--- src/hale_pkg.sv ---
// ---------------------------------------------------------------------------
// Hack assembly line encoder package
// Types, codes and instruction tables shared by the encoder modules.
// ---------------------------------------------------------------------------
package hale_pkg;

  localparam int TokenChars = 3;
  localparam int LenW       = $clog2(TokenChars + 1);
  localparam int IdxW       = $clog2(TokenChars);
  localparam int QueueDepth = 2;
  localparam int QPtrW      = $clog2(QueueDepth);
  localparam int QCntW      = $clog2(QueueDepth + 1);

  localparam logic [7:0] Nul = 8'h00;

  typedef enum logic [1:0] {
    KindEmpty = 2'd0,
    KindAddr  = 2'd1,
    KindComp  = 2'd2,
    KindBad   = 2'd3
  } kind_e;

  typedef enum logic [1:0] {
    SepNone = 2'd0,
    SepEq   = 2'd1,
    SepSemi = 2'd2
  } sep_e;

  typedef enum logic [2:0] {
    ErrNone  = 3'd0,
    ErrFirst = 3'd1,
    ErrNoSep = 3'd2,
    ErrField = 3'd3,
    ErrToken = 3'd4
  } err_e;

  typedef logic [TokenChars-1:0][7:0] tok_t;
  typedef logic [LenW-1:0]            len_t;

  // One finished line, handed from the front end to the back end.
  typedef struct packed {
    kind_e       kind;
    logic [14:0] addr;
    sep_e        sep;
    tok_t        ltok;
    tok_t        rtok;
    len_t        llen;
    len_t        rlen;
    err_e        err;
  } line_rec_t;

  typedef struct packed {
    logic       hit;
    logic [6:0] code;
  } lookup_t;

  function automatic lookup_t dest_lookup(tok_t tok, len_t len);
    logic [27:0] key;
    lookup_t     r;
    key = {4'(len), tok[0], tok[1], tok[2]};
    r   = '{hit: 1'b1, code: 7'h00};
    case (key)
      {4'd1, "M", Nul, Nul}: r.code = 7'd1;
      {4'd1, "D", Nul, Nul}: r.code = 7'd2;
      {4'd2, "D", "M", Nul}: r.code = 7'd3;
      {4'd2, "M", "D", Nul}: r.code = 7'd3;
      {4'd1, "A", Nul, Nul}: r.code = 7'd4;
      {4'd2, "A", "M", Nul}: r.code = 7'd5;
      {4'd2, "A", "D", Nul}: r.code = 7'd6;
      {4'd3, "A", "D", "M"}: r.code = 7'd7;
      {4'd3, "A", "M", "D"}: r.code = 7'd7;
      default:               r.hit  = 1'b0;
    endcase
    return r;
  endfunction

  function automatic lookup_t jump_lookup(tok_t tok, len_t len);
    logic [27:0] key;
    lookup_t     r;
    key = {4'(len), tok[0], tok[1], tok[2]};
    r   = '{hit: 1'b1, code: 7'h00};
    case (key)
      {4'd3, "J", "G", "T"}: r.code = 7'd1;
      {4'd3, "J", "E", "Q"}: r.code = 7'd2;
      {4'd3, "J", "G", "E"}: r.code = 7'd3;
      {4'd3, "J", "L", "T"}: r.code = 7'd4;
      {4'd3, "J", "N", "E"}: r.code = 7'd5;
      {4'd3, "J", "L", "E"}: r.code = 7'd6;
      {4'd3, "J", "M", "P"}: r.code = 7'd7;
      default:               r.hit  = 1'b0;
    endcase
    return r;
  endfunction

  function automatic lookup_t comp_lookup(tok_t tok, len_t len);
    logic [27:0] key;
    lookup_t     r;
    key = {4'(len), tok[0], tok[1], tok[2]};
    r   = '{hit: 1'b1, code: 7'h00};
    case (key)
      {4'd1, "0", Nul, Nul}: r.code = 7'h2A;
      {4'd1, "1", Nul, Nul}: r.code = 7'h3F;
      {4'd2, "-", "1", Nul}: r.code = 7'h3A;
      {4'd1, "D", Nul, Nul}: r.code = 7'h0C;
      {4'd1, "A", Nul, Nul}: r.code = 7'h30;
      {4'd1, "M", Nul, Nul}: r.code = 7'h70;
      {4'd2, "!", "D", Nul}: r.code = 7'h0D;
      {4'd2, "!", "A", Nul}: r.code = 7'h31;
      {4'd2, "!", "M", Nul}: r.code = 7'h71;
      {4'd2, "-", "D", Nul}: r.code = 7'h0F;
      {4'd2, "-", "A", Nul}: r.code = 7'h33;
      {4'd2, "-", "M", Nul}: r.code = 7'h73;
      {4'd3, "D", "+", "1"}: r.code = 7'h1F;
      {4'd3, "A", "+", "1"}: r.code = 7'h37;
      {4'd3, "M", "+", "1"}: r.code = 7'h77;
      {4'd3, "D", "-", "1"}: r.code = 7'h0E;
      {4'd3, "A", "-", "1"}: r.code = 7'h32;
      {4'd3, "M", "-", "1"}: r.code = 7'h72;
      {4'd3, "D", "+", "A"}: r.code = 7'h02;
      {4'd3, "D", "+", "M"}: r.code = 7'h42;
      {4'd3, "D", "-", "A"}: r.code = 7'h13;
      {4'd3, "D", "-", "M"}: r.code = 7'h53;
      {4'd3, "A", "-", "D"}: r.code = 7'h07;
      {4'd3, "M", "-", "D"}: r.code = 7'h47;
      {4'd3, "D", "&", "A"}: r.code = 7'h00;
      {4'd3, "D", "&", "M"}: r.code = 7'h40;
      {4'd3, "D", "|", "A"}: r.code = 7'h15;
      {4'd3, "D", "|", "M"}: r.code = 7'h55;
      default:               r.hit  = 1'b0;
    endcase
    return r;
  endfunction

endpackage

--- src/hale_intf.sv ---
// ---------------------------------------------------------------------------
// Hack assembly line encoder channels
// Valid/ready channels for character words and encoded instruction words.
// ---------------------------------------------------------------------------
interface hale_char_if;
  logic       valid;
  logic       ready;
  logic [7:0] line_char;
  logic       end_of_line;

  modport source (output valid, output line_char, output end_of_line, input ready);
  modport sink   (input valid, input line_char, input end_of_line, output ready);
endinterface

interface hale_word_if;
  logic        valid;
  logic        ready;
  logic [15:0] machine_word;
  logic [2:0]  error_code;

  modport source (output valid, output machine_word, output error_code, input ready);
  modport sink   (input valid, input machine_word, input error_code, output ready);
endinterface

--- src/hale_front.sv ---
// ---------------------------------------------------------------------------
// Hack assembly line encoder front end
// Scans one character word per cycle while ready; builds the line record.
// ---------------------------------------------------------------------------
module hale_front
  import hale_pkg::*;
(
  input  logic       clk_i,
  input  logic       rst_ni,
  hale_char_if.sink  line_i,
  input  logic       q_full_i,
  output logic       push_o,
  output line_rec_t  rec_o
);

  kind_e       kind_q, kind_d;
  logic [14:0] addr_q, addr_d;
  sep_e        sep_q, sep_d;
  tok_t        ltok_q, ltok_d;
  tok_t        rtok_q, rtok_d;
  len_t        llen_q, llen_d;
  len_t        rlen_q, rlen_d;
  err_e        err_q, err_d;

  logic        fire;
  logic [7:0]  ch;
  logic [18:0] addr_acc;

  assign ch       = line_i.line_char;
  assign fire     = line_i.valid && line_i.ready;
  assign addr_acc = {1'b0, addr_q, 3'b000} + {3'b000, addr_q, 1'b0} + {15'd0, ch[3:0]};

  always_comb begin
    kind_d = kind_q;
    addr_d = addr_q;
    sep_d  = sep_q;
    ltok_d = ltok_q;
    rtok_d = rtok_q;
    llen_d = llen_q;
    rlen_d = rlen_q;
    err_d  = err_q;
    if (fire) begin
      if (line_i.end_of_line) begin
        kind_d = KindEmpty;
        addr_d = '0;
        sep_d  = SepNone;
        ltok_d = '0;
        rtok_d = '0;
        llen_d = '0;
        rlen_d = '0;
        err_d  = ErrNone;
      end else if (err_q == ErrNone) begin
        case (kind_q)
          KindEmpty: begin
            if (ch == "@") begin
              kind_d = KindAddr;
            end else if (ch inside {"A", "M", "D", "0", "1", "-", "!"}) begin
              kind_d    = KindComp;
              ltok_d[0] = ch;
              llen_d    = LenW'(1);
            end else begin
              kind_d = KindBad;
              err_d  = ErrFirst;
            end
          end
          KindAddr: begin
            if (ch inside {["0":"9"]}) begin
              addr_d = addr_acc[14:0];
            end else begin
              err_d = ErrToken;
            end
          end
          KindComp: begin
            if (sep_q == SepNone && (ch == "=" || ch == ";")) begin
              sep_d = (ch == "=") ? SepEq : SepSemi;
            end else if (sep_q == SepNone) begin
              if (llen_q >= LenW'(TokenChars)) begin
                err_d = ErrToken;
              end else begin
                ltok_d[llen_q[IdxW-1:0]] = ch;
                llen_d = llen_q + LenW'(1);
              end
            end else begin
              if (rlen_q >= LenW'(TokenChars)) begin
                err_d = ErrToken;
              end else begin
                rtok_d[rlen_q[IdxW-1:0]] = ch;
                rlen_d = rlen_q + LenW'(1);
              end
            end
          end
          default: begin
          end
        endcase
      end
    end
  end

  assign line_i.ready = !q_full_i;
  assign push_o       = fire && line_i.end_of_line;

  always_comb begin
    rec_o.kind = kind_q;
    rec_o.addr = addr_q;
    rec_o.sep  = sep_q;
    rec_o.ltok = ltok_q;
    rec_o.rtok = rtok_q;
    rec_o.llen = llen_q;
    rec_o.rlen = rlen_q;
    rec_o.err  = err_q;
  end

  always_ff @(posedge clk_i or negedge rst_ni) begin
    if (!rst_ni) begin
      kind_q <= KindEmpty;
      addr_q <= '0;
      sep_q  <= SepNone;
      ltok_q <= '0;
      rtok_q <= '0;
      llen_q <= '0;
      rlen_q <= '0;
      err_q  <= ErrNone;
    end else begin
      kind_q <= kind_d;
      addr_q <= addr_d;
      sep_q  <= sep_d;
      ltok_q <= ltok_d;
      rtok_q <= rtok_d;
      llen_q <= llen_d;
      rlen_q <= rlen_d;
      err_q  <= err_d;
    end
  end

endmodule

--- src/hale_queue.sv ---
// ---------------------------------------------------------------------------
// Hack assembly line encoder line queue
// Short FIFO of finished line records between the front and back ends.
// ---------------------------------------------------------------------------
module hale_queue
  import hale_pkg::*;
(
  input  logic      clk_i,
  input  logic      rst_ni,
  input  logic      push_i,
  input  line_rec_t rec_i,
  output logic      full_o,
  input  logic      pop_i,
  output logic      head_valid_o,
  output line_rec_t head_o
);

  line_rec_t            mem_q [QueueDepth];
  logic [QPtrW-1:0]     wr_ptr_q, wr_ptr_d;
  logic [QPtrW-1:0]     rd_ptr_q, rd_ptr_d;
  logic [QCntW-1:0]     cnt_q, cnt_d;
  logic                 do_push;
  logic                 do_pop;

  assign full_o       = (cnt_q == QCntW'(QueueDepth));
  assign head_valid_o = (cnt_q != '0);
  assign head_o       = mem_q[rd_ptr_q];
  assign do_push      = push_i && !full_o;
  assign do_pop       = pop_i && head_valid_o;

  always_comb begin
    wr_ptr_d = wr_ptr_q;
    rd_ptr_d = rd_ptr_q;
    cnt_d    = cnt_q;
    if (do_push) begin
      wr_ptr_d = (wr_ptr_q == QPtrW'(QueueDepth - 1)) ? '0 : wr_ptr_q + QPtrW'(1);
    end
    if (do_pop) begin
      rd_ptr_d = (rd_ptr_q == QPtrW'(QueueDepth - 1)) ? '0 : rd_ptr_q + QPtrW'(1);
    end
    if (do_push && !do_pop) begin
      cnt_d = cnt_q + QCntW'(1);
    end else if (do_pop && !do_push) begin
      cnt_d = cnt_q - QCntW'(1);
    end
  end

  always_ff @(posedge clk_i) begin
    if (do_push) begin
      mem_q[wr_ptr_q] <= rec_i;
    end
  end

  always_ff @(posedge clk_i or negedge rst_ni) begin
    if (!rst_ni) begin
      wr_ptr_q <= '0;
      rd_ptr_q <= '0;
      cnt_q    <= '0;
    end else begin
      wr_ptr_q <= wr_ptr_d;
      rd_ptr_q <= rd_ptr_d;
      cnt_q    <= cnt_d;
    end
  end

endmodule

--- src/hale_back.sv ---
// ---------------------------------------------------------------------------
// Hack assembly line encoder back end
// Matches the line's fields against the instruction tables and drives the
// registered output word.
// ---------------------------------------------------------------------------
module hale_back
  import hale_pkg::*;
(
  input  logic        clk_i,
  input  logic        rst_ni,
  input  logic        head_valid_i,
  input  line_rec_t   head_i,
  output logic        pop_o,
  hale_word_if.source word_o
);

  logic        out_valid_q, out_valid_d;
  logic [15:0] word_q;
  err_e        err_q;
  logic [15:0] word_c;
  err_e        err_c;
  lookup_t     dest_r;
  lookup_t     comp_r;
  lookup_t     jump_r;

  always_comb begin
    word_c = '0;
    err_c  = head_i.err;
    dest_r = '{hit: 1'b1, code: 7'h00};
    jump_r = '{hit: 1'b1, code: 7'h00};
    if (head_i.sep == SepEq) begin
      dest_r = dest_lookup(head_i.ltok, head_i.llen);
      comp_r = comp_lookup(head_i.rtok, head_i.rlen);
    end else begin
      comp_r = comp_lookup(head_i.ltok, head_i.llen);
      jump_r = jump_lookup(head_i.rtok, head_i.rlen);
    end
    if (head_i.err == ErrNone) begin
      case (head_i.kind)
        KindAddr: begin
          word_c = {1'b0, head_i.addr};
        end
        KindComp: begin
          if (head_i.sep == SepNone) begin
            err_c = ErrNoSep;
          end else if (!(dest_r.hit && comp_r.hit && jump_r.hit)) begin
            err_c = ErrField;
          end else begin
            word_c = {3'b111, comp_r.code, dest_r.code[2:0], jump_r.code[2:0]};
          end
        end
        default: begin
          err_c = ErrFirst;
        end
      endcase
    end
  end

  assign pop_o = head_valid_i && (!out_valid_q || word_o.ready);

  always_comb begin
    out_valid_d = out_valid_q;
    if (pop_o) begin
      out_valid_d = 1'b1;
    end else if (word_o.ready) begin
      out_valid_d = 1'b0;
    end
  end

  always_ff @(posedge clk_i) begin
    if (pop_o) begin
      word_q <= word_c;
      err_q  <= err_c;
    end
  end

  always_ff @(posedge clk_i or negedge rst_ni) begin
    if (!rst_ni) begin
      out_valid_q <= 1'b0;
    end else begin
      out_valid_q <= out_valid_d;
    end
  end

  assign word_o.valid        = out_valid_q;
  assign word_o.machine_word = word_q;
  assign word_o.error_code   = err_q;

endmodule

--- src/hack_assembly_line_encoder_top.sv ---
// ---------------------------------------------------------------------------
// Hack assembly line encoder
// Encodes one line of Hack assembly, fed as characters, into a machine word.
// ---------------------------------------------------------------------------
// Usage:
//   line_i carries one character word per handshake; a word with end_of_line
//   set closes the line and its character is ignored. Each closed line gives
//   exactly one word on word_o: the 16-bit instruction and an error code
//   (machine_word is 0 whenever error_code is nonzero).
//   Throughput is one character word per cycle, end of line included, while
//   the queue has room. The front end updates the line registers in the
//   accepting cycle; the table match is done by the back end as a record leaves
//   a two-entry queue. word_o.valid rises once the record has passed through
//   the queue into the output register, when the output is free.
//   When the receiver stalls, the output register holds its word, the queue
//   fills with up to two further lines, and line_i.ready then drops until a
//   line record is drained. Characters in the middle of a line are accepted
//   whenever the queue has room.
//   Reset clears the line state, empties the queue and drops word_o.valid.
// ---------------------------------------------------------------------------
module hack_assembly_line_encoder_top
  import hale_pkg::*;
(
  input  logic        clk_i,
  input  logic        rst_ni,
  hale_char_if.sink   line_i,
  hale_word_if.source word_o
);

  logic      push;
  logic      pop;
  logic      q_full;
  logic      head_valid;
  line_rec_t rec;
  line_rec_t head;

  hale_front u_front (
    .clk_i    (clk_i),
    .rst_ni   (rst_ni),
    .line_i   (line_i),
    .q_full_i (q_full),
    .push_o   (push),
    .rec_o    (rec)
  );

  hale_queue u_queue (
    .clk_i        (clk_i),
    .rst_ni       (rst_ni),
    .push_i       (push),
    .rec_i        (rec),
    .full_o       (q_full),
    .pop_i        (pop),
    .head_valid_o (head_valid),
    .head_o       (head)
  );

  hale_back u_back (
    .clk_i        (clk_i),
    .rst_ni       (rst_ni),
    .head_valid_i (head_valid),
    .head_i       (head),
    .pop_o        (pop),
    .word_o       (word_o)
  );

endmodule

--- src/flat_wrapper.sv ---
// flat-port wrapper written by rule: the top's interface ports become plain ports
module hack_assembly_line_encoder_top_flat import hale_pkg::*;
  (clk_i, rst_ni, line_i_valid, line_i_line_char, line_i_end_of_line, line_i_ready, word_o_valid, word_o_machine_word, word_o_error_code, word_o_ready);
  hale_char_if line_i_i ();
  hale_word_if word_o_i ();
  input  logic clk_i;
  input  logic rst_ni;
  input wire logic [$bits(line_i_i.valid)-1:0] line_i_valid;
  input wire logic [$bits(line_i_i.line_char)-1:0] line_i_line_char;
  input wire logic [$bits(line_i_i.end_of_line)-1:0] line_i_end_of_line;
  output wire logic [$bits(line_i_i.ready)-1:0] line_i_ready;
  output wire logic [$bits(word_o_i.valid)-1:0] word_o_valid;
  output wire logic [$bits(word_o_i.machine_word)-1:0] word_o_machine_word;
  output wire logic [$bits(word_o_i.error_code)-1:0] word_o_error_code;
  input wire logic [$bits(word_o_i.ready)-1:0] word_o_ready;
  assign line_i_i.valid = line_i_valid;
  assign line_i_i.line_char = line_i_line_char;
  assign line_i_i.end_of_line = line_i_end_of_line;
  assign line_i_ready = line_i_i.ready;
  assign word_o_valid = word_o_i.valid;
  assign word_o_machine_word = word_o_i.machine_word;
  assign word_o_error_code = word_o_i.error_code;
  assign word_o_i.ready = word_o_ready;
  hack_assembly_line_encoder_top u_core (.clk_i(clk_i), .rst_ni(rst_ni), .line_i(line_i_i), .word_o(word_o_i));
endmodule
--- config.mk ---
export PLATFORM = sky130hd
export DESIGN_NAME = hack_assembly_line_encoder_top_flat
export DESIGN_NICKNAME = d
export VERILOG_FILES = /design/src/hale_pkg.sv /design/src/hale_intf.sv /design/src/hale_front.sv /design/src/hale_queue.sv /design/src/hale_back.sv /design/src/hack_assembly_line_encoder_top.sv /design/src/flat_wrapper.sv
export SDC_FILE = /design/constraint.sdc
export NUM_CORES = 1
export LEC_CHECK = 0
export BUFFER_PORTS_ARGS = -buffer_cell sky130_fd_sc_hd__buf_2
export CORE_AREA = 2 2 150 211
export DETAILED_ROUTE_END_ITERATION = 10
export DIE_AREA = 0 0 152 213
export GPL_TIMING_DRIVEN = 0
export PLACE_DENSITY = 0.7
export SETUP_SLACK_MARGIN = 0.1
export SLEW_MARGIN = 20
export SYNTH_ARGS = -nofsm -noshare
export SYNTH_HDL_FRONTEND = slang
export SYNTH_SLANG_ARGS = --single-unit
--- constraint.sdc ---
create_clock -name clk_i -period 7.1 [get_ports clk_i]
set_clock_uncertainty 0.1 [all_clocks]
set_input_delay 2.13 -clock clk_i [delete_from_list [all_inputs] [get_ports clk_i]]
set_output_delay 2.13 -clock clk_i [all_outputs]
set_load 0.02 [all_outputs]
Word-level counts from Yosys, hierarchy flattened
Memory sizes are Yosys's and may differ from the RTL's.
Cells that the tools add are included.

word-level totals
  latch bits = 0
  memories kept = 1
  output and inout port bits = 21
  input port bits = 13
  logic and storage cells = 268
  bits in read-only memories = 0
  flip-flop bits (word level) = 98
  RAM bits = 148

memories
  name                  words  width  rd ports  clocked after memory_dff  wr ports  line              source
  u_core.u_queue.mem_q  2      74     1         0                         1         hale_queue.sv:18  line_rec_t mem_q [QueueDepth];

operators by class
  mux-type cells = 85
  reductions and logical operators = 50
  div/mod/pow operators = 0
  equal/unequal tests = 98
  shift operators = 0
  $lt $le $gt $ge = 8
  $add $sub $neg = 8
  $mul = 0
  bitwise operators = 0

operators by type and width
  cell                                                    count
  equality test 26 bit (second input constant)            59
  case mux 7 bit (27 select lines)                        2
  2-to-1 mux 24 bit                                       11
  equality test 26 x 25 -> 1 bit (second input constant)  10
  2-to-1 mux 15 bit                                       4
  2-to-1 mux 8 bit                                        7
  OR reduction 28 bit                                     2
  bitwise mux 24 bit                                      2
  equality test 8 x 6 -> 1 bit (second input constant)    6
  2-to-1 mux 16 bit                                       3
  2-to-1 mux 2 bit                                        24
  case mux 3 bit (7 select lines)                         2
  2-to-1 mux 3 bit                                        12
  demux 8 bit (select 2 bit)                              2
  equality test 8 x 7 -> 1 bit (second input constant)    4
  case mux 16 bit (2 select lines)                        1
  != test 3 bit (second input constant)                   7
  nonzero test 2 bit                                      10
  case mux 8 bit (2 select lines)                         1
  adder 15 bit                                            1
  adder 15 x 4 -> 15 bit                                  1
  logical AND 1 bit                                       13
  AND reduction 6 bit                                     2
  2-to-1 mux 1 bit                                        11
  29 further kinds                                        52

Longest topological paths before layout
  depth after elaboration = 11
  gate-level depth with buffers = 17
  gate-level depth less buffers = 12

Hierarchy
Synthesis repeated with hierarchy kept, for this count alone.

unflattened totals
  cell total of the unflattened synthesis = 1105
  area total of the unflattened synthesis = 13294.0 µm²

modules (own cells, without submodules)
  module      area each (µm²)  seq. area each (µm²)  instances  cells each
  hale_queue  5740.5           4544.4                1          249
  hale_front  4310.4           1826.8                1          422
  hale_back   3243.1           595.6                 1          434

Least setup slack after synthesis
OpenSTA, ideal clock, no wires.

  path kind = input-to-reg
  start point = in line_i_end_of_line
  end point = mem u_core.u_queue.mem_q[0][0] in the netlist's numbering (enable)
  cell stages on the path = 3
  buffers on the path = 1
  setup time = 0.505 ns
  data required time = 6.495 ns
  path slack = 0.821 ns
  arrival = 5.675 ns
  cells stage by stage = clkbuf_1 > nand3_1 > nor2_1

between the ends
  word-level cells in the longest chain between the ends = 4

ends and longest elaborated chain
  element                                 line                source
  start, declared                         flat_wrapper.sv:10  input wire logic [$bits(line_i_i.end_of_line)-1:0] line_i_end_of_line;
  logical AND 1 bit                       hale_front.sv:100   assign push_o = fire && line_i.end_of_line;
  logical AND 1 bit                       hale_queue.sv:28    assign do_push = push_i && !full_o;
  2-to-1 mux 1 bit                        hale_queue.sv:49    if (do_push) begin
  2-to-1 mux 1 bit (not written as such)  hale_queue.sv:50    mem_q[wr_ptr_q] <= rec_i;
  end, declared                           hale_queue.sv:18

Every way passes these cells.

Worst setup path in the final report
  start point = reg u_core.u_queue.rd_ptr_q
  end point = reg u_core.u_back.word_q[4] (netlist: u_core.u_back.word_o.machine_word[4]) (data pin)

between the ends
  word-level cells in the longest chain between the ends = 10
  elaborated cells on any way between the ends = 94
  classes of those cells = eq/ne (72); mux (11); reduce/logical (10); memory (1)

ends and longest elaborated chain
  element                                                              line                             source
  start, declared                                                      hale_queue.sv:20                 logic [QPtrW-1:0] rd_ptr_q, rd_ptr_d;
  start signal, assigned                                               hale_queue.sv:61                 rd_ptr_q <= rd_ptr_d;
  memory (2 x 74 bit) *                                                -
  equality test 26 bit, or another cell as far along                   hale_pkg.sv:100                  case (key)
  OR reduction 28 bit (no line) or OR reduction 9 bit (tied branches)  -
  2-to-1 mux 1 bit, on equally long branches                           hale_pkg.sv:100, hale_pkg.sv:62
  2-to-1 mux 8 bit                                                     hale_back.sv:31                  if (head_i.sep == SepEq) begin
  logical AND 1 bit (2 in a row)                                       hale_back.sv:46                  end else if (!(dest_r.hit && comp_r.hit && jump_r.hit)) begin
  2-to-1 mux 16 bit                                                    hale_back.sv:46
  2-to-1 mux 16 bit                                                    hale_back.sv:44                  if (head_i.sep == SepNone) begin
  case mux 16 bit (2 select lines)                                     hale_back.sv:39                  case (head_i.kind)
  end signal, assigned                                                 hale_back.sv:72                  word_q <= word_c;
  end, declared                                                        hale_back.sv:18                  logic [15:0] word_q;

Mark *: on every way between the ends. The rest lies on a longest branch, timed or not.
A chain may end at the register's enable or synchronous reset.

==> summary.txt <==
STA
  – F_max: 169 MHz
  – Slew headroom: 0.272
  – Final Hold Viols: 0
  – Worst setup margin: 1190 ps
  – Slew @ Worst Pin: 1090 ps
  – Count of pins over their slew limit: 0
  – RSZ-0062 raised after global routing: false
  – Worst hold margin: 391 ps
  – Final critical-path required period: 5910 ps
  – Period utilisation layout: 0.833
  – # setup viols final: 0

Worst setup path
  – Endpoint class of the critical path: flop
  – Max Fanout on Critical Path: 10
  – Reg2Reg Depth: 17
  – Reg2Reg Capture Point: u_core.u_back.word_o.machine_word[4]
  – Most frequent CP cell: buf_2
  – Critical-path cell list: buf_6 -> buf_2 -> buf_2 -> buf_2 -> buf_4 -> buf_2 -> buf_1 -> buf_1 -> mux2i_1 -> inv_1 -> ha_1 -> nor3_1 -> and2_1 -> clkbuf_1 -> clkbuf_1 -> nand2_1 -> o31ai_1
  – Data required time of the worst path: 7340 ps
  – Critical Path Max Stage Delay: 670 ps
  – Startpoint types: flop
  – CP arrival: 6150 ps
  – Worst r2r src: u_core.u_queue.rd_ptr_q
  – Worst-path cell with the longest stage delay: buf_1
  – Kind of cell adding the most delay to the critical path: buffers and inverters
  – Setup Crit Path Kind: reg -> reg
  – Worst path bufs/invs: 11
  – Worst R2R Setup Slack: 1190 ps

CTS
  – H-tree depth: 1
  – Number of hold buffers added after CTS: 0
  – Post-CTS Setup Inserts: 0
  – TritonCTS buffer count: 24
  – CTS tree: built
  – Resize count post-CTS: 0
  – Reg clk slew, reported paths: 70 ps
  – Max clock buf depth: 3
  – Worst skew pair latency: 530 ps
  – Root buffer cell: clkbuf_16
  – TritonCTS Sinks: 243

Floorplan
  – Die width: 152 um
  – Placeable Area: 30500 sq um
  – Die ar.: 32400 sq um
  – I/O pins: 34
  – FP Rows: 76
  – Chip height: 213 um
  – Starting density of the core: 0.445

GRT
  – Largest net degree at the start of global routing: 55
  – First-pass GRT wire length: 61400 um
  – Initial antenna violation count: 0
  – Vias in the first global route: 10800
  – Grt total ovfl: 0
  – Total GRT Usage: 0.242

Synthesis
  – Largest area contributor in the netlist: edfxtp_1
  – Main combinational cell family by area after synthesis: simple AND/OR/NAND/NOR gates
  – Most frequent cells after synthesis: edfxtp_1 (165), nand2_1 (135), o21ai_0 (85), dfrtp_1 (78), nor2_1 (55)
  – Post-Synth XOR/XNOR Area: 0.0161
  – Most frequent cell after synthesis: edfxtp_1
  – Mapped Area: 13600 sq um
  – Adder-cell share of the synthesized area: 0.0380
  – Compound-Gate Fraction of Synth Area: 0.162
  – Syn_nets: 1330
  – Sequential fraction of the synthesis area: 0.509
  – EDFF count, synth: 165
  – Post-synthesis average cell area: 10.6 sq um
  – Synth top area cells: edfxtp_1 (37%), dfrtp_1 (14%), nand2_1 (3.7%)
  – Unique cell type count in the Yosys netlist: 89
  – Post-synth ARST share: 0.321
  – Simple-Gate Fraction of Synth Area: 0.218
  – Post-synthesis mux area share: 0.0284
  – Synth warnings: 0
  – Synth Instances: 1277
  – Prevailing post-synth register cell: edfxtp_1
  – Top-area cell type share of the netlist area: 0.365
  – Yosys reg bits: 243

Place
  – Detail Placement HPWL: 30600 um
  – Dpl cells: 1700
  – Pre-CTS setup slack: 1100 ps
  – Final Wtd Congestion: 0.942
  – Number of port buffers: 28
  – DP Area: 14300 sq um

Routing
  – # DRC: 0
  – WL per Instance: 22.7 um
  – Vias/cell: 6.19
  – Initial DRC Count: 917
  – Routed Wire Length: 39600 um
  – First drt pass iteration count: 5
  – Post-route ant nets: 0
  – Via count: 10800

Power
  – Combinational share of power: 0.319
  – PD cells: 350 nW/um^2
  – Leak: 0.00561 uW
  – Total power: 5320 uW
  – Sw frac: 0.361
  – NetSw: 1920 uW
  – Internal power: 3400 uW
  – Power share of the clock group: 0.262
  – Max VDD drop: 0.197 mV
  – Seq pwr share: 0.419

Final layout
  – Layout Cells excl Fill: 1744
  – # diodes: 0
  – Synth-to-Final Area Change: 12.2%
  – Fraction of layout cells with a size suffix above 1: 0.101
  – Post-route cell area: 15200 sq um
  – Post-layout nets: 1389
  – Fillers: 2683

Min path
  – Cell depth of the worst hold path: 0
  – Hold Path End: u_core.u_queue.mem_q[1][36]
  – HP Class: reg -> reg
  – Origin of the worst min-delay path: u_core.u_front.rec_o[36]

Flow run
  – Max Cap Viol: 0

Outcome
  – Status: completed
## placed cells by master, fill, tap and decap left out, drive strengths merged, types with 10 or more instances in the layout
cell / instances
nand3b: 24
nand2b: 12
or3: 20
dfrtp: 78
o21ai: 105
mux2i: 16
nor2: 55
buf: 51
nand2: 135
a22oi: 17
nor3: 37
edfxtp: 165
xor2: 16
mux2: 20
a21oi: 35
nand3: 44
ha: 38
nor3b: 22
o31ai: 10
inv: 40
and3b: 12
a31oi: 25
and3: 17
and2: 11
nor4: 12
nor2b: 46
or3b: 24
clkbuf: 60
o22ai: 23
## worst max path at each step
stage                                 start                                   end  cells past startpoint
global route        u_core.u_queue.rd_ptr_q  u_core.u_back.word_o.machine_word[4]                     17
detailed placement  u_core.u_queue.rd_ptr_q  u_core.u_back.word_o.machine_word[4]                     17
finish              u_core.u_queue.rd_ptr_q  u_core.u_back.word_o.machine_word[4]                     17
floorplan                line_i_end_of_line            u_core.u_queue.mem_q[0][0]                      3
global placement         line_i_end_of_line           u_core.u_queue.mem_q[0][33]                      3
CTS                 u_core.u_queue.rd_ptr_q  u_core.u_back.word_o.machine_word[4]                     17
## per-stage QoR
stage	utilization	TNS (ps)
floorplan	-	0
global placement	0.465	-88990
detailed placement	0.470	0
CTS	0.499	0
global route	0.499	0
finish	0.499	0
## worst reg2reg max path, stage by stage (launching register included)
cell and delay [ps]:
dfrtp_1 340, buf_6 150, buf_2 250, buf_2 320, buf_2 330, buf_4 280
buf_2 310, buf_1 540, buf_1 670, mux2i_1 350, inv_1 70, ha_1 290
nor3_1 590, and2_1 210, clkbuf_1 270, clkbuf_1 430, nand2_1 110, o31ai_1 100
## cell families after synthesis
| group | count (synthesis) |
|---|---|
| simple gates | 524 |
| fa+ha+maj | 40 |
| buf+inv | 88 |
| flops | 243 |
| mux | 36 |
| xor+xnor | 25 |
| compound gates | 321 |
## registers in the layout, indices dropped and copies added (netlist names)
signal and flops:
u_core.u_queue.mem_q 146, u_core.u_front.rec_o 48, u_core.u_back.word_o.machine_word 16, u_core.u_front.addr_q 15
u_core.u_back.word_o.error_code 3, u_core.u_front.err_q 2, u_core.u_front.kind_q 2, u_core.u_front.llen_q 2
u_core.u_front.rlen_q 2, u_core.u_front.sep_q 2, u_core.u_queue.cnt_q 2, u_core.u_back.word_o.valid 1
u_core.u_queue.rd_ptr_q 1, u_core.u_queue.wr_ptr_q 1
## power by group through the flow
stage / logic, uW / clock network, uW / registers (uW)
after global placement: 1610 / 0 / 2240
final: 1700 / 1400 / 2230
after detailed placement: 1670 / 0 / 2250
after CTS: 1690 / 1420 / 2220
after global routing: 1840 / 1470 / 2280
after floorplan: 1110 / 0 / 2200
## layout make-up
cell class / instances / area [sq um] / share of cell area
Clock inverter: 18 / 249 / 0.0164
Inverter: 36 / 135 / 0.00888
Tap cell: 390 / 488 / 0.0321
Sequential cell: 243 / 6910 / 0.454
Buffer: 52 / 248 / 0.0163
Multi-Input combinational cell: 946 / 6290 / 0.413
Timing Repair Buffer: 33 / 273 / 0.0179
Clock buffer: 26 / 629 / 0.0414
## routing by layer
metal  wire length [um]  part of all wire  vias to the layer above  global-route usage
met1              15300              0.39                     5234               0.280
met2              20000              0.50                      399               0.434
li1                   -                 -                     5023                   -
met4               2530             0.064                        0               0.149
met3               1790             0.045                      138              0.0244
met5                  0                 0                        -                   0
(Power assumes the default switching activity.)
